### config.mk
export PLATFORM = sky130hd
export DESIGN_NAME = bpfl_mod
export DESIGN_NICKNAME = d
export VERILOG_FILES = /design/src/rtl/bpfl_mod.sv
export SDC_FILE = /design/constraint.sdc
export NUM_CORES = 1
export LEC_CHECK = 0
export ABC_AREA = 1
export BUFFER_PORTS_ARGS = -buffer_cell sky130_fd_sc_hd__buf_2
export CAP_MARGIN = 20
export CORE_MARGIN = 2
export CORE_UTILIZATION = 50
export DETAILED_ROUTE_END_ITERATION = 8
export PLACE_DENSITY = 0.82
export SLEW_MARGIN = 20
export SYNTH_ARGS = -nofsm -noshare
export SYNTH_HDL_FRONTEND = slang
export SYNTH_SLANG_ARGS = --single-unit
### constraint.sdc
create_clock -name clk -period 1.79 [get_ports clk]
set_clock_uncertainty 0.15 [all_clocks]
set_input_delay 0.0895 -clock clk [delete_from_list [all_inputs] [get_ports clk]]
set_output_delay 0.0895 -clock clk [all_outputs]
set_load 0.01 [all_outputs]
### src/rtl/bpfl_mod.sv
`default_nettype none
// ----------------------------------------------------------------------------
// bpfl_mod
// Bit-serial restoring remainder unit: one dividend bit per cycle, flags a
// zero remainder when done pulses.
// ----------------------------------------------------------------------------
module bpfl_mod #(
	parameter int DVD_W = 25
) (
	input  wire logic             clk,
	input  wire logic             arst_n,
	input  wire logic             start,
	input  wire logic [DVD_W-1:0] dividend,
	input  wire logic [15:0]      divisor,
	output logic                  done,
	output logic                  rem_zero
);

	localparam int CNT_W = $clog2(DVD_W + 1);

	logic [CNT_W-1:0] cnt_q;
	logic             done_q;
	logic [DVD_W-1:0] dvd_q;
	logic [15:0]      rem_q;
	logic [16:0]      trial;
	logic [16:0]      diff;
	logic [15:0]      rem_n;

	// partial remainder stays below the divisor, so the difference fits 16 bits
	always_comb begin
		trial = {rem_q, dvd_q[DVD_W-1]};
		diff  = trial - {1'b0, divisor};
		rem_n = (trial >= {1'b0, divisor}) ? diff[15:0] : trial[15:0];
	end

	always_ff @(posedge clk or negedge arst_n) begin
		if (!arst_n) begin
			cnt_q  <= '0;
			done_q <= 1'b0;
		end else if (start) begin
			cnt_q  <= CNT_W'(DVD_W);
			done_q <= 1'b0;
		end else if (cnt_q != '0) begin
			cnt_q  <= cnt_q - 1'b1;
			done_q <= (cnt_q == CNT_W'(1));
		end else begin
			done_q <= 1'b0;
		end
	end

	always_ff @(posedge clk) begin
		if (start) begin
			dvd_q <= dividend;
			rem_q <= '0;
		end else if (cnt_q != '0) begin
			dvd_q <= {dvd_q[DVD_W-2:0], 1'b0};
			rem_q <= rem_n;
		end
	end

	assign done     = done_q;
	assign rem_zero = (rem_q == '0);

endmodule
`default_nettype wire

==> results.md <==
* Internal at 4.138 mW
* Xor-xnor portion of the synthesized cell area at 0.02052
* N_diodes at 0
* Clk root buf: clkbuf_8
* Total of warnings raised by yosys at 0
* Clk pwr share at 0.101
* Max-slew violation count at 0
* Synth Instances at 464
* Post-synthesis compound-gate area fraction at 0.03701
* Slew HR at 0.7272
* Area after DPL at 4273 um^2
* Initial DRC Count at 507
* Leakage at 2.669 nW
* Die Height at 86.64 um
* Fin util at 0.7750
* Post-synthesis cell type count at 40
* Main combinational cell family by area after synthesis: simple AND/OR/NAND/NOR gates
* H-tree level count at 2
* Routed wire length per instance at 17.97 um
* Die X at 86.64 um
* FP Rows at 30
* Slowest stage delay, CP at 0.36 ns
* Vias at 3867
* CP Data Required Time at 1.85 ns
* Post-route cell area at 5207 um^2
* Clk Latency, worst-skew pair at 0.33 ns
* Crit path top cell by count: nand2_1
* Max VDD drop at 0.7891 mV
* IO buf count at 45
* Vias in the first global route at 3854
* Crit-path cells: ha_4 -> nand2_1 -> nor3_1 -> nand2_1 -> nand2_2 -> nor2_8 -> buf_12 -> nand2_8 -> nand3_2 -> nand3_2 -> nand2_1
* Buf/Inv on CP at 1
* Share of cells above drive strength 1 at 0.4204
* Final setup viols at 16
* CTS Buf Count at 5
* All-Layer GR Usage at 0.3052
* Routed WL at 12.38 mm
* DRT Pass-1 Iters at 5
* Ports at 46
* Net switching power at 3.518 mW
* Avg Vias per Cell at 5.612
* Top-area cell type share of the netlist area at 0.2199
* Routability congestion estimate at 0.9790
* Max Cap Viol at 0
* Initial core utilization at 0.5082
* Clock sink total at 47
* Largest area contributor in the netlist: edfxtp_1
* Commonest non-fill, non-tap cell in the layout: nand2_1
* Antenna violations before repair at 0
* Startpoint types: flip-flop
* Comb pwr share at 0.691
* P per Cell Area at 1470 nW/um^2
* Largest cells by area after synthesis: edfxtp_1 22%, nand2_1 19%, dfxtp_1 9.4%
* Core Area at 6719 um^2
* Clock Path Buffers at 2
* Post-Synth Adder-Cell Area at 0.07549
* CP max-delay cell: dfxtp_2
* Clk slew on worst S/H paths at 0.12 ns
* Worst Path Max Fanout at 8
* Largest net degree at the start of global routing at 34
* Most frequent cells in the layout: 150 x nand2_1, 65 x inv_1, 63 x buf_4, 45 x buf_2, 30 x nand2_2
* Worst Max-Slew Pin Slew at 0.4092 ns
* Syn_area_per_cell at 7.359 um^2
* Fillers at 376
* Global route overflow at 0
* Status: finished with violations
* RSZ-0062 raised after global routing: true
* Die area at 7506 um^2
* Syn nets at 528
* Setup Crit Path Kind: flip-flop to flip-flop
* WP data arrival at 2.14 ns
* Setup ws final at -0.2902 ns
* Mux contribution to synthesized area at 0
* Fmax at 480.7 MHz
* Final worst-path cycle share at 1.162
* Synth Area in Simple Gates at 0.4089
* Post-route antenna net violation count at 0
* DRC at 0
* Area delta synth->final at 52.51%
* Nets at 672
* Seq/Total Area, Yosys at 0.3576
* Violated checks: setup timing
* CTS tree: done
* Post-Syn Area at 3415 um^2
* Final Critical Period at 2.080 ns
* Hold violation count in the final report at 0
* Crit path max-delay family: simple AND/OR/NAND/NOR gates
* Net Sw Frac at 0.4595
* Sequential share of power at 0.208
* Dpl hpwl at 6.315 mm
* First-pass GRT wire length at 17.83 mm
* Post-synthesis register bit count at 47
* Critical path capture point type: flip-flop
* HP Class: primary input to flip-flop
[worst register-to-register path, cell delays in order, from the launching register on]
cell	delay, ns
dfxtp_2	0.36
ha_4	0.29
nand2_1	0.09
nor3_1	0.24
nand2_1	0.14
nand2_2	0.14
nor2_8	0.08
buf_12	0.15
nand2_8	0.12
nand3_2	0.10
nand3_2	0.06
nand2_1	0.05
[cell families after synthesis]
| kind of cell | count (synthesis) |
|---|---|
| compound gates | 22 |
| buf+inv | 82 |
| flops | 47 |
| simple gates | 285 |
| fa+ha+maj | 20 |
| xor+xnor | 8 |
[power groups by stage]
| stage | combinational (mW) | sequential (mW) | clock, mW |
|---|---|---|---|
| after CTS | 4.43 | 1.58 | 0.746 |
| after global placement | 3.65 | 1.54 | 0 |
| after floorplan | 2.55 | 1.55 | 0 |
| after detailed placement | 3.77 | 1.56 | 0 |
| final | 5.29 | 1.59 | 0.777 |
| after global routing | 5.59 | 1.61 | 0.806 |
[synthesized netlist by cell type (all sizes together)]
library cell and n:
dfrtp 6, inv 71, nor4 2, nand4 7
clkbuf 4, buf 6, a21oi 10, xnor2 5
o21ai 9, a31oi 1, nor3 5, and2 3
o31ai 1, or2 3, nand3 47, nor2 19
nand2 191, clkinv 1, o22ai 1, xor2 3
nand3b 8, edfxtp 25, fa 1, dfxtp 16
ha 19
[flip-flops by register name, summed over array words and instances (netlist names)]
| register | cells |
|---|---|
| done | 1 |
| rem_q | 16 |
| cnt_q | 5 |
| dvd_q | 25 |
[path summary, 6_finish.rpt]
check | cells past startpoint | to | from | slack [ns]
min in group asynchronous | 3 | done | arst_n | 0.55
hold / removal | 5 | rem_q[0] | divisor[0] | 0.09
hold reg to reg | 1 | cnt_q[3] | cnt_q[3] | 0.34
max in group asynchronous | 3 | cnt_q[1] | arst_n | 0.72
setup / recovery | 11 | rem_q[14] | rem_q[12] | -0.29
setup reg to reg | 11 | rem_q[14] | rem_q[12] | -0.29
[routing by layer]
metal  GRT usage  vias to the layer above  wire, um
li1            -                     1762         -
met3     0.06857                       81      1103
met4      0.1690                        0       700
met2      0.5287                      277      6117
met5           0                        -         0
met1      0.3464                     1747      4460
[through the flow]
| stage | setup slack, ns | hold slack [ns] | power (mW) | TNS (ns) | cells |
|---|---|---|---|---|---|
| 2_1_floorplan | -0.07388 | -0.3561 | 4.094 | -0.3053 | 464 |
| 6_report | -0.2902 | 0.09356 | 7.656 | -3.977 | 689 |
| 3_5_place_dp | -0.2881 | -0.2267 | 5.323 | -4.376 | 632 |
| 3_3_place_gp | -0.1952 | -0.2334 | 5.194 | -2.664 | 632 |
| 5_1_grt | -0.3833 | 0.1038 | 8.011 | -5.229 | 689 |
| 4_1_cts | -0.2154 | 0.05725 | 6.753 | -2.478 | 680 |
[layout make-up]
class	count	area [um^2]	share of cell area
Tap cell	80	100.1	0.01922
Multi-Input combinational cell	337	2366	0.4543
Clock inverter	3	28.78	0.005526
Timing Repair Buffer	145	1135	0.2179
Sequential cell	47	1236	0.2374
Clock buffer	5	68.82	0.01321
Inverter	72	272.8	0.05238
[repair_timing]
action | in CTS | in global routing
pin swaps | 32 | 22
setup buffers | 9 | 10
gates resized for setup | 54 | 44
endpoints found under the setup margin | 42 | 17
hold buffers | 28 | 0
endpoints found under the hold margin | 34 | 0
gates cloned | 3 | 0
Note: power is estimated with default switching activity, not from simulation.
